$ cat config.mk
export PLATFORM = sky130hd
export DESIGN_NAME = stimulation_session_controller_unit
export DESIGN_NICKNAME = d
export VERILOG_FILES = /design/src/sv/ssc_pkg.sv /design/src/sv/ssc_front.sv /design/src/sv/ssc_queue.sv /design/src/sv/ssc_back.sv /design/src/sv/stimulation_session_controller_unit.sv
export SDC_FILE = /design/constraint.sdc
export NUM_CORES = 1
export LEC_CHECK = 0
export BUFFER_PORTS_ARGS = -buffer_cell sky130_fd_sc_hd__buf_2
export CAP_MARGIN = 5
export CELL_PAD_IN_SITES_DETAIL_PLACEMENT = 0
export CELL_PAD_IN_SITES_GLOBAL_PLACEMENT = 1
export CORE_MARGIN = 2
export CORE_UTILIZATION = 50
export CTS_BUF_LIST = sky130_fd_sc_hd__clkbuf_4 sky130_fd_sc_hd__clkbuf_8
export DETAILED_ROUTE_END_ITERATION = 8
export PLACE_DENSITY_LB_ADDON = 0.1
export SYNTH_ARGS = -nofsm -noshare
export SYNTH_HDL_FRONTEND = slang
export SYNTH_SLANG_ARGS = --single-unit
$ cat constraint.sdc
create_clock -name clk -period 10.13 [get_ports clk]
set_clock_uncertainty 0.1 [all_clocks]
set_input_delay 2.026 -clock clk [delete_from_list [all_inputs] [get_ports clk]]
set_output_delay 2.026 -clock clk [all_outputs]
set_load 0.03 [all_outputs]
$ cat src/sv/ssc_pkg.sv
// ----------------------------------------------------------------------------
// ssc_pkg
// Shared types, codes and field layout of the stimulation session controller.
// ----------------------------------------------------------------------------
package ssc_pkg;

	localparam int FREQ_W   = 20;
	localparam int LEVEL_W  = 8;
	localparam int DUR_W    = 16;
	localparam int KIND_W   = 3;
	localparam int RC_W     = 3;
	localparam int MODE_W   = 2;
	localparam int STOP_W   = 3;
	localparam int SESS_W   = 16;
	localparam int CFG_IDX_W = 3;
	localparam int CFG_DATA_W = 20;

	localparam int S_DATA_W = 56;
	localparam int M_DATA_W = 32;

	localparam int FREQ_LSB   = 0;
	localparam int BRIGHT_LSB = FREQ_LSB + FREQ_W;
	localparam int VOL_LSB    = BRIGHT_LSB + LEVEL_W;
	localparam int DUR_LSB    = VOL_LSB + LEVEL_W;
	localparam int CAUSE_LSB  = DUR_LSB + DUR_W;

	// product of duration and frequency, and a running multiple of the divisor
	localparam int PROD_W = FREQ_W + DUR_W;
	localparam int ACC_W  = PROD_W + 1;
	localparam int HALF_PERIOD_DIVISOR = 500;

	localparam int QUEUE_DEPTH = 2;

	localparam logic [FREQ_W-1:0]  MIN_FREQ_RESET = FREQ_W'(36000);
	localparam logic [FREQ_W-1:0]  MAX_FREQ_RESET = FREQ_W'(44000);
	localparam logic [LEVEL_W-1:0] MAX_BRIGHT_RESET = LEVEL_W'(40);
	localparam logic [LEVEL_W-1:0] MAX_VOL_RESET = LEVEL_W'(40);
	localparam logic [DUR_W-1:0]   MAX_DUR_RESET = DUR_W'(900);

	typedef enum logic [CFG_IDX_W-1:0] {
		REG_MIN_FREQ   = 3'd0,
		REG_MAX_FREQ   = 3'd1,
		REG_MAX_BRIGHT = 3'd2,
		REG_MAX_VOL    = 3'd3,
		REG_MAX_DUR    = 3'd4
	} reg_idx_t;

	typedef enum logic [KIND_W-1:0] {
		KIND_START  = 3'd0,
		KIND_STOP   = 3'd1,
		KIND_ESTOP  = 3'd2,
		KIND_UNLOCK = 3'd3,
		KIND_TICK   = 3'd4
	} kind_t;

	typedef enum logic [RC_W-1:0] {
		RC_OK       = 3'd0,
		RC_FREQ     = 3'd1,
		RC_BRIGHT   = 3'd2,
		RC_VOLUME   = 3'd3,
		RC_ZERO_DUR = 3'd4,
		RC_DUR_CAP  = 3'd5,
		RC_BUSY     = 3'd6,
		RC_LOCKED   = 3'd7
	} rc_t;

	typedef enum logic [STOP_W-1:0] {
		STOP_NONE      = 3'd0,
		STOP_COMPLETED = 3'd1,
		STOP_HOST      = 3'd2,
		STOP_BUTTON    = 3'd3,
		STOP_FAULT     = 3'd4
	} stop_t;

	typedef struct packed {
		kind_t             kind;
		rc_t               check;
		logic              cause;
		logic [PROD_W-1:0] product;
	} item_t;

endpackage

$ cat src/sv/ssc_front.sv
// ----------------------------------------------------------------------------
// ssc_front
// Holds the envelope registers, takes requests and classifies start requests.
// ----------------------------------------------------------------------------
module ssc_front (
	input  logic                           clk,
	input  logic                           arst_n,
	input  logic                           s_tvalid,
	output logic                           s_tready,
	// frequency_mhz, brightness, volume, duration_seconds, estop_cause
	input  logic [ssc_pkg::S_DATA_W-1:0]   s_tdata,
	// kind
	input  logic [ssc_pkg::KIND_W-1:0]     s_tuser,
	input  logic                           cfg_valid,
	input  logic [ssc_pkg::CFG_IDX_W-1:0]  cfg_index,
	input  logic [ssc_pkg::CFG_DATA_W-1:0] cfg_data,
	input  logic                           queue_full,
	output logic                           push,
	output ssc_pkg::item_t                 item
);
	import ssc_pkg::*;

	logic [FREQ_W-1:0]  min_freq_q;
	logic [FREQ_W-1:0]  max_freq_q;
	logic [LEVEL_W-1:0] max_bright_q;
	logic [LEVEL_W-1:0] max_vol_q;
	logic [DUR_W-1:0]   max_dur_q;

	logic [FREQ_W-1:0]  freq;
	logic [LEVEL_W-1:0] bright;
	logic [LEVEL_W-1:0] vol;
	logic [DUR_W-1:0]   dur;
	rc_t                check;

	always_ff @(posedge clk or negedge arst_n) begin
		if (!arst_n) begin
			min_freq_q   <= MIN_FREQ_RESET;
			max_freq_q   <= MAX_FREQ_RESET;
			max_bright_q <= MAX_BRIGHT_RESET;
			max_vol_q    <= MAX_VOL_RESET;
			max_dur_q    <= MAX_DUR_RESET;
		end else if (cfg_valid) begin
			unique case (reg_idx_t'(cfg_index))
				REG_MIN_FREQ:   min_freq_q   <= cfg_data;
				REG_MAX_FREQ:   max_freq_q   <= cfg_data;
				REG_MAX_BRIGHT: max_bright_q <= cfg_data[LEVEL_W-1:0];
				REG_MAX_VOL:    max_vol_q    <= cfg_data[LEVEL_W-1:0];
				REG_MAX_DUR:    max_dur_q    <= cfg_data[DUR_W-1:0];
				default: ;
			endcase
		end
	end

	assign freq   = s_tdata[BRIGHT_LSB-1:FREQ_LSB];
	assign bright = s_tdata[VOL_LSB-1:BRIGHT_LSB];
	assign vol    = s_tdata[DUR_LSB-1:VOL_LSB];
	assign dur    = s_tdata[CAUSE_LSB-1:DUR_LSB];

	always_comb begin
		priority if (freq < min_freq_q || freq > max_freq_q) begin
			check = RC_FREQ;
		end else if (bright > max_bright_q) begin
			check = RC_BRIGHT;
		end else if (vol > max_vol_q) begin
			check = RC_VOLUME;
		end else if (dur == '0) begin
			check = RC_ZERO_DUR;
		end else if (dur > max_dur_q) begin
			check = RC_DUR_CAP;
		end else begin
			check = RC_OK;
		end
	end

	assign s_tready     = !queue_full;
	assign push         = s_tvalid && !queue_full;
	assign item.kind    = kind_t'(s_tuser);
	assign item.check   = check;
	assign item.cause   = s_tdata[CAUSE_LSB];
	assign item.product = PROD_W'(dur) * PROD_W'(freq);

endmodule

$ cat src/sv/ssc_queue.sv
// ----------------------------------------------------------------------------
// ssc_queue
// Short request queue between the classifier and the session engine.
// ----------------------------------------------------------------------------
module ssc_queue #(
	parameter int DEPTH = ssc_pkg::QUEUE_DEPTH
) (
	input  logic           clk,
	input  logic           arst_n,
	input  logic           push,
	input  ssc_pkg::item_t push_item,
	input  logic           pop,
	output logic           full,
	output logic           not_empty,
	output ssc_pkg::item_t head
);
	import ssc_pkg::*;

	localparam int PTR_W = (DEPTH > 1) ? $clog2(DEPTH) : 1;
	localparam int CNT_W = $clog2(DEPTH + 1);

	item_t              slot_q [DEPTH];
	logic [PTR_W-1:0]   wr_ptr_q;
	logic [PTR_W-1:0]   rd_ptr_q;
	logic [CNT_W-1:0]   count_q;
	logic               do_push;
	logic               do_pop;

	assign full      = count_q == CNT_W'(DEPTH);
	assign not_empty = count_q != '0;
	assign do_push   = push && !full;
	assign do_pop    = pop && not_empty;
	assign head      = slot_q[rd_ptr_q];

	always_ff @(posedge clk or negedge arst_n) begin
		if (!arst_n) begin
			wr_ptr_q <= '0;
			rd_ptr_q <= '0;
			count_q  <= '0;
		end else begin
			if (do_push) begin
				wr_ptr_q <= (wr_ptr_q == PTR_W'(DEPTH - 1)) ? '0 : wr_ptr_q + 1'b1;
			end
			if (do_pop) begin
				rd_ptr_q <= (rd_ptr_q == PTR_W'(DEPTH - 1)) ? '0 : rd_ptr_q + 1'b1;
			end
			if (do_push && !do_pop) begin
				count_q <= count_q + 1'b1;
			end else if (do_pop && !do_push) begin
				count_q <= count_q - 1'b1;
			end
		end
	end

	always_ff @(posedge clk) begin
		if (do_push) begin
			slot_q[wr_ptr_q] <= push_item;
		end
	end

endmodule

$ cat src/sv/ssc_back.sv
// ----------------------------------------------------------------------------
// ssc_back
// Session engine: mode, envelope, half-period count and the result register.
// ----------------------------------------------------------------------------
module ssc_back (
	input  logic                         clk,
	input  logic                         arst_n,
	input  logic                         item_valid,
	input  ssc_pkg::item_t               item,
	output logic                         pop,
	output logic                         m_tvalid,
	input  logic                         m_tready,
	// return_code, mode_now, envelope_level, tick_continues, stop_reason,
	// session_number
	output logic [ssc_pkg::M_DATA_W-1:0] m_tdata
);
	import ssc_pkg::*;

	typedef enum logic [MODE_W-1:0] {
		MODE_IDLE    = 2'd0,
		MODE_RUNNING = 2'd1,
		MODE_LOCKED  = 2'd2
	} mode_t;

	localparam logic [ACC_W-1:0] DIV_STEP = ACC_W'(HALF_PERIOD_DIVISOR);

	mode_t              mode_q;
	logic               env_q;
	logic [SESS_W-1:0]  sess_q;
	stop_t              stop_q;
	logic [ACC_W-1:0]   acc_q;
	logic [PROD_W-1:0]  prod_q;
	logic               out_valid_q;
	logic [M_DATA_W-1:0] out_data_q;

	mode_t              mode_d;
	logic               env_d;
	logic [SESS_W-1:0]  sess_d;
	stop_t              stop_d;
	rc_t                rc_d;
	logic               cont_d;
	logic               start_ok;
	logic               tick_run;
	logic [ACC_W-1:0]   acc_next;
	logic               done;

	assign pop      = item_valid && (!out_valid_q || m_tready);
	assign acc_next = acc_q + DIV_STEP;
	// elapsed reaches the total once 500 * (elapsed + 1) exceeds the product
	assign done     = acc_next > {1'b0, prod_q};

	always_comb begin
		mode_d   = mode_q;
		env_d    = env_q;
		sess_d   = sess_q;
		stop_d   = stop_q;
		rc_d     = RC_OK;
		cont_d   = 1'b0;
		start_ok = 1'b0;
		tick_run = 1'b0;
		unique case (item.kind)
			KIND_START: begin
				unique case (mode_q)
					MODE_LOCKED:  rc_d = RC_LOCKED;
					MODE_RUNNING: rc_d = RC_BUSY;
					default: begin
						rc_d = item.check;
						if (item.check == RC_OK) begin
							start_ok = 1'b1;
							env_d    = 1'b0;
							sess_d   = sess_q + 1'b1;
							stop_d   = STOP_NONE;
							mode_d   = MODE_RUNNING;
						end
					end
				endcase
			end
			KIND_STOP: begin
				if (mode_q == MODE_RUNNING) begin
					mode_d = MODE_IDLE;
					env_d  = 1'b0;
					stop_d = STOP_HOST;
				end
			end
			KIND_ESTOP: begin
				mode_d = MODE_LOCKED;
				env_d  = 1'b0;
				stop_d = item.cause ? STOP_FAULT : STOP_BUTTON;
			end
			KIND_UNLOCK: begin
				if (mode_q == MODE_LOCKED) begin
					mode_d = MODE_IDLE;
				end
			end
			KIND_TICK: begin
				if (mode_q != MODE_RUNNING) begin
					env_d = 1'b0;
				end else begin
					tick_run = 1'b1;
					if (done) begin
						mode_d = MODE_IDLE;
						env_d  = 1'b0;
						stop_d = STOP_COMPLETED;
					end else begin
						env_d  = !env_q;
						cont_d = 1'b1;
					end
				end
			end
			default: ;
		endcase
	end

	always_ff @(posedge clk or negedge arst_n) begin
		if (!arst_n) begin
			mode_q      <= MODE_IDLE;
			env_q       <= 1'b0;
			sess_q      <= '0;
			stop_q      <= STOP_NONE;
			out_valid_q <= 1'b0;
		end else begin
			if (pop) begin
				mode_q      <= mode_d;
				env_q       <= env_d;
				sess_q      <= sess_d;
				stop_q      <= stop_d;
				out_valid_q <= 1'b1;
			end else if (m_tready) begin
				out_valid_q <= 1'b0;
			end
		end
	end

	always_ff @(posedge clk) begin
		if (pop) begin
			out_data_q <= {(M_DATA_W - RC_W - MODE_W - 2 - STOP_W - SESS_W)'(0),
				sess_d, stop_d, cont_d, env_d, mode_d, rc_d};
			if (start_ok) begin
				acc_q  <= DIV_STEP;
				prod_q <= item.product;
			end else if (tick_run) begin
				acc_q <= acc_next;
			end
		end
	end

	assign m_tvalid = out_valid_q;
	assign m_tdata  = out_data_q;

endmodule

$ cat src/sv/stimulation_session_controller_unit.sv
// ----------------------------------------------------------------------------
// stimulation_session_controller_unit
// Safety session controller for a periodic stimulus with envelope checks.
// ----------------------------------------------------------------------------
// a result is registered on m_tdata after its request has passed through the queue
// the session engine takes one request per cycle while the output is not stalled
// the queue (QUEUE_DEPTH entries) fills during output stalls, input resumes
// in the cycle after the output does
// reset: mode idle, envelope low, counters cleared, envelope limits at defaults
module stimulation_session_controller_unit #(
	parameter int QUEUE_DEPTH = ssc_pkg::QUEUE_DEPTH
) (
	input  logic                           clk,
	input  logic                           arst_n,
	input  logic                           s_tvalid,
	output logic                           s_tready,
	// frequency_mhz, brightness, volume, duration_seconds, estop_cause
	input  logic [ssc_pkg::S_DATA_W-1:0]   s_tdata,
	// kind
	input  logic [ssc_pkg::KIND_W-1:0]     s_tuser,
	output logic                           m_tvalid,
	input  logic                           m_tready,
	// return_code, mode_now, envelope_level, tick_continues, stop_reason,
	// session_number
	output logic [ssc_pkg::M_DATA_W-1:0]   m_tdata,
	input  logic                           cfg_valid,
	output logic                           cfg_ready,
	input  logic [ssc_pkg::CFG_IDX_W-1:0]  cfg_index,
	input  logic [ssc_pkg::CFG_DATA_W-1:0] cfg_data
);
	import ssc_pkg::*;

	logic  push;
	logic  pop;
	logic  queue_full;
	logic  queue_valid;
	item_t front_item;
	item_t head_item;

	assign cfg_ready = 1'b1;

	ssc_front u_front (
		.clk        (clk),
		.arst_n     (arst_n),
		.s_tvalid   (s_tvalid),
		.s_tready   (s_tready),
		.s_tdata    (s_tdata),
		.s_tuser    (s_tuser),
		.cfg_valid  (cfg_valid),
		.cfg_index  (cfg_index),
		.cfg_data   (cfg_data),
		.queue_full (queue_full),
		.push       (push),
		.item       (front_item)
	);

	ssc_queue #(
		.DEPTH (QUEUE_DEPTH)
	) u_queue (
		.clk       (clk),
		.arst_n    (arst_n),
		.push      (push),
		.push_item (front_item),
		.pop       (pop),
		.full      (queue_full),
		.not_empty (queue_valid),
		.head      (head_item)
	);

	ssc_back u_back (
		.clk        (clk),
		.arst_n     (arst_n),
		.item_valid (queue_valid),
		.item       (head_item),
		.pop        (pop),
		.m_tvalid   (m_tvalid),
		.m_tready   (m_tready),
		.m_tdata    (m_tdata)
	);

endmodule

# Yosys cells after proc, flatten, opt, wreduce, memory -nomap -nowiden
# Memories as Yosys holds them, arrays and structs flattened.
# Index checks and enable logic that the tools add are counted.
# word_totals
mem_bits_rw	86
elab_cells	119
reg_bits	198
memories	1
# mem_list
name	depth	word_bits	read_ports	rd_clocked_by_memory_dff	wr	line_no	source
u_queue.slot_q	2	43	1	0	1	ssc_queue.sv:22	item_t slot_q [DEPTH];
# op_classes
eq_ne	12
magnitude_cmp	6
n_reduce_logical	30
mux	44
n_addsub	6
multipliers	1
bitwise	1
# op_table
op	n
two-way mux 16 bit	3
adder 37 x 9 -> 37 bit (second input constant)	1
> comparator 37 x 36 -> 1 bit	1
two-way mux 37 bit	1
multiplier 16 x 20 -> 36 bit	1
two-way mux 3 bit	11
> comparator 20 bit	1
< comparator 20 bit	1
two-way mux 1 bit	17
adder 16 x 1 -> 16 bit (second input constant)	1
> comparator 16 bit	1
> comparator 8 bit	2
logical NOT 16 bit	1
two-way mux 2 bit	8
AND reduction 2 bit	7
== test 3 x 2 -> 1 bit (second input constant)	4
one-hot mux 3 bit (4 select lines)	1
one-hot mux 2 bit (5 select lines)	1
logical NOT 3 bit	3
nonzero test 2 bit	4
== test 3 x 1 -> 1 bit (second input constant)	2
== test 3 bit (second input constant)	2
logical AND 1 bit	6
one-hot mux 3 bit (2 select lines)	1
other kinds (11)	19

# Logic depth before layout (Yosys ltp)
# depth
word_depth	8
mapped_depth	23
ltp_nobuf	22

# By module
# A second synthesis with hierarchy kept.
# hier_totals
cells_unflattened	2423
area_unflattened_um2	24892.6
# by_module_without_submodules
mod	cells_per_inst	seq_area_each_um2	area_each_um2	n_inst
ssc_front	1711	1828.0	14980.6	1
ssc_back	557	3488.3	6396.1	1
ssc_queue	153	2682.6	3504.6	1
stimulation_session_controller_unit	2	0.0	11.3	1

# Least setup slack after synthesis
# OpenSTA, ideal clock, no wires.
# synth_timing
path_kind	input to register
start	input s_tdata[7] (netlist bit)
end	memory u_queue.slot_q[0][34] (netlist bit) (data pin)
n_path_buf	2
arrival_time_ps	7437
path_slack_ps	2331
cell_stages	21
path_cell_list	clkbuf_1 nand2_1 fa_1 inv_1 fa_1 fa_1 fa_1 fa_1 inv_1 fa_1 inv_1 ha_1 clkbuf_1 a21o_1 a31oi_1 a21oi_1 a311oi_1 nand3_1 a31o_2 a21oi_1 xnor2_1
# synth_rtl
element	line_no	source
from (decl)	stimulation_session_controller_unit.sv:18	input logic [ssc_pkg::S_DATA_W-1:0] s_tdata,
to (decl)	ssc_queue.sv:22	

==> impl_metrics.yaml <==
outcome:
  outcome: "complete, no violations"
floorplan:
  start_util: 0.507
  io_pins: 122
  fp-row-count: 80
  fp.dieW_um: 224
  die_h_um: 224
  dieArea_um2: 50200
  core_area_um2: 47700
logic_synthesis:
  ys_types: 66
  synth_edf_count: 183
  synth_area_um2: 24200
  syn_area_per_cell_um2: 10.3
  synthArstFlopShare: 0.351
  yosysSeqAreaShare: 0.330
  syn_inst: 2355
  ys_ff_latch: 282
  ys.warnings.count: 0
  synth_flop_cell: "edfxtp_1"
layout:
  final_cell_area_um2: 26400
  antenna_cells: 0
  layout.nets: 3001
  final_cell_count_no_fill: 3101
  utilization: 0.552
  nFillCells: 4226
  drive_above_1_share: 0.123
  syn2layout_area_growth_pct: 8.92
worst_setup_path:
  crit_path_end_kind: "flop"
  crit_buf_inv: 4
  cp_top_family: "adder cells"
  path_max_fanout: 22
  cp_common_cell: "fa_1"
  r2r-start: "u_back.acc_q[2]"
  arrival_ns: 8.29
  cp.required_ns: 10.41
  startpoint_type: "primary input"
  rr_worst_depth: 15
  path_cells: "buf_2 > nand2_1 > fa_1 > inv_1 > fa_1 > fa_1 > fa_1 > fa_1 > inv_1 > fa_1 > inv_1 > ha_1 > a21o_1 > a31oi_1 > a21oi_1 > a311oi_1 > a21oi_1 > o21a_1 > o21ai_1 > a21boi_0"
  cp.depth: 20
  slowest_stage: "fa_1"
  crit_type: "in2reg"
  timing.rr.end: "u_back.m_tdata[3]"
  max_stage_delay_ns: 0.58
  r2r_slack_ns: 5.32
hold_path:
  hold_class: "reg2reg"
  whs_endpoint: "u_back.sess_q[15]"
  holdPathStages: 1
  min_from: "u_back.sess_q[15]"
timing:
  fmax_mhz: 125
  finalHoldViolCount: 0
  finalSetupViolCount: 0
  period_share: 0.790
  tightest_slew_ns: 1.10
  rsz0062_at_grt: "no"
  maxSlewHeadroom: 0.266
  fin_tns_setup_ns: 0
  finalMaxSlewViolations: 0
  period_needed_ns: 8.01
placement:
  dp.cells: 3008
  hpwlAfterDp_mm: 39.2
  dpl_cell_area_um2: 25300
  gp_congestion: 0.844
  io_buffers: 111
power:
  combPwrFrac: 0.644
  p_switching_w: 0.00409
  p_int_w: 0.00510
  power_density_nw_per_um2: 348
  p_seq_frac: 0.237
  switching_share: 0.445
  irDropWorstVdd_uv: 435
  p_leak_nw: 12.2
  pwr-share-clk: 0.119
grt:
  gr-usage-all-layers: 0.226
  antenna_found_initial: 1
  gr-total-overflow: 0
  grt_pass1_wl_mm: 89.1
  grt_max_degree: 73
  grt_pass1_vias: 17000
clock_tree:
  cts_root_buf: "clkbuf_8"
  holdBufCountCts: 0
  numCtsBuffers: 50
  clockBufferDepth: 3
  ctsHtreeMaxLevel: 2
  clock_sink_count: 282
  insertion_delay_ns: 0.61
  cts_setup_buffers: 0
  cts.clk_slew.worst_paths_ns: 0.05
  cts_resized: 0
  cts_tree: "built"
route:
  drtIter0Drc: 926
  avgViaCountPerCell: 5.31
  ant_nets: 0
  wl_mm: 54.8
  vias: 16500
  drc: 0
  drt_first_pass_iters: 5
  wire_per_inst_um: 17.7
flow_run:
  maxCapViolations: 0
## power by group through the flow
stage	clock (W)	sequential [W]	combinational, W
after floorplan	0	0.00226	0.00437
after global placement	0	0.00219	0.00573
after detailed placement	0	0.00220	0.00589
after CTS	0.00113	0.00218	0.00594
after global routing	0.00117	0.00221	0.00675
final	0.00109	0.00218	0.00592
## state kept, by name (all words and copies together) (netlist names), 16 cells and up
register / count
u_back.sess_q: 16
u_front.max_freq_q: 20
u_back.prod_q: 36
u_front.max_dur_q: 16
u_back.acc_q: 35
u_front.min_freq_q: 20
u_back.m_tdata: 26
u_queue.slot_q: 86
## worst max path at each step
| stage | startpoint | endpoint | slack, ns |
|---|---|---|---|
| after global placement | s_tdata[48] | u_queue.slot_q[0][28] | 1.66 |
| after global routing | s_tdata[10] | u_queue.slot_q[1][28] | 1.82 |
| after detailed placement | s_tdata[45] | u_queue.slot_q[1][28] | 1.60 |
| final | s_tdata[48] | u_queue.slot_q[1][28] | 2.12 |
| after floorplan | s_tdata[7] | u_queue.slot_q[0][34] | 2.33 |
| after CTS | s_tdata[45] | u_queue.slot_q[1][28] | 2.25 |
## worst register-to-register path, cell delays in order (launching register included)
cell and delay [ns]:
edfxtp_1 0.46, ha_1 0.30, nor2_1 0.08, a211oi_2 0.49, nand4_1 0.35, nor2_1 0.21
xor2_1 0.25, ha_1 0.29, a21o_1 0.19, a21o_1 0.17, a211oi_1 0.38, o211ai_1 0.20
a311oi_1 0.25, o21ai_1 0.23, a211o_1 0.47, a31oi_1 0.24
## layout by cell type (no fill, tap or decap), types with 8 or more instances in the layout
master	count
fa_1	250
dfrtp_1	77
nand4_1	31
nand3_1	25
inv_1	391
dfstp_2	21
nand2_1	297
a211o_1	10
a21oi_1	63
a21o_1	35
clkbuf_4	14
clkbuf_8	62
nor2b_1	12
buf_4	10
xor2_1	34
xnor2_1	63
mux2_2	53
nor2_1	61
and3_1	13
o21ai_0	94
nor3_1	23
buf_2	110
nand2b_1	12
and2_1	172
nor4_1	10
clkinv_2	9
edfxtp_1	183
a31oi_1	8
o21a_1	15
ha_1	219
## layer usage
metal	up-vias	global-route usage	wire length [µm]	share of wire
met5	-	0	8	0.00015
met4	2	0.0755	1600	0.029
met3	110	0.0303	2650	0.048
met2	374	0.358	24800	0.45
met1	8142	0.321	25700	0.47
li1	7832	-	-	-
## cell usage after synthesis (53+ instances only)
| cell | n | area (µm²) |
|---|---|---|
| nor2_1 | 63 | 236 |
| xnor2_1 | 63 | 552 |
| clkbuf_1 | 72 | 270 |
| and2_1 | 172 | 1080 |
| o21ai_0 | 95 | 475 |
| a21oi_1 | 64 | 320 |
| nand2_1 | 297 | 1110 |
| mux2_2 | 53 | 597 |
| inv_1 | 391 | 1470 |
| dfrtp_1 | 78 | 1950 |
| edfxtp_1 | 183 | 5500 |
| ha_1 | 219 | 2740 |
| fa_1 | 250 | 5000 |
## per-stage QoR
step	hold WS (ns)	worst slack (ns)	total power, W
after global routing	0.421	1.82	0.0101
after global placement	0.374	1.66	0.00792
after floorplan	0.361	2.33	0.00664
final	0.388	2.12	0.00919
after detailed placement	0.384	1.60	0.00809
after CTS	0.391	2.25	0.00925
## logic make-up (layout without fill, tap and decap cells)
family | count (synthesis) | count (layout) | share of synthesized area
AOI/OAI and AO/OA | 278 | 278 | 0.0716
muxes | 59 | 59 | 0.0273
buffers and inverters | 478 | 604 | 0.0753
and+or+nand+nor | 690 | 690 | 0.140
xor gates and xnor gates | 97 | 97 | 0.0351
other | 2 | 7 | 0.000310
adders and majority gates | 469 | 469 | 0.320
DFF | 282 | 282 | 0.330
## cell type report
class	count	area, µm²	area share
clock buffer	76	958	0.0363
inverter	391	1470	0.0556
tap	615	769	0.0292
multi-input combinational	1600	14500	0.548
clock inverter	17	104	0.00394
timing repair buffer	120	626	0.0237
sequential	282	8000	0.303
Power figures use the tool's default switching activity.
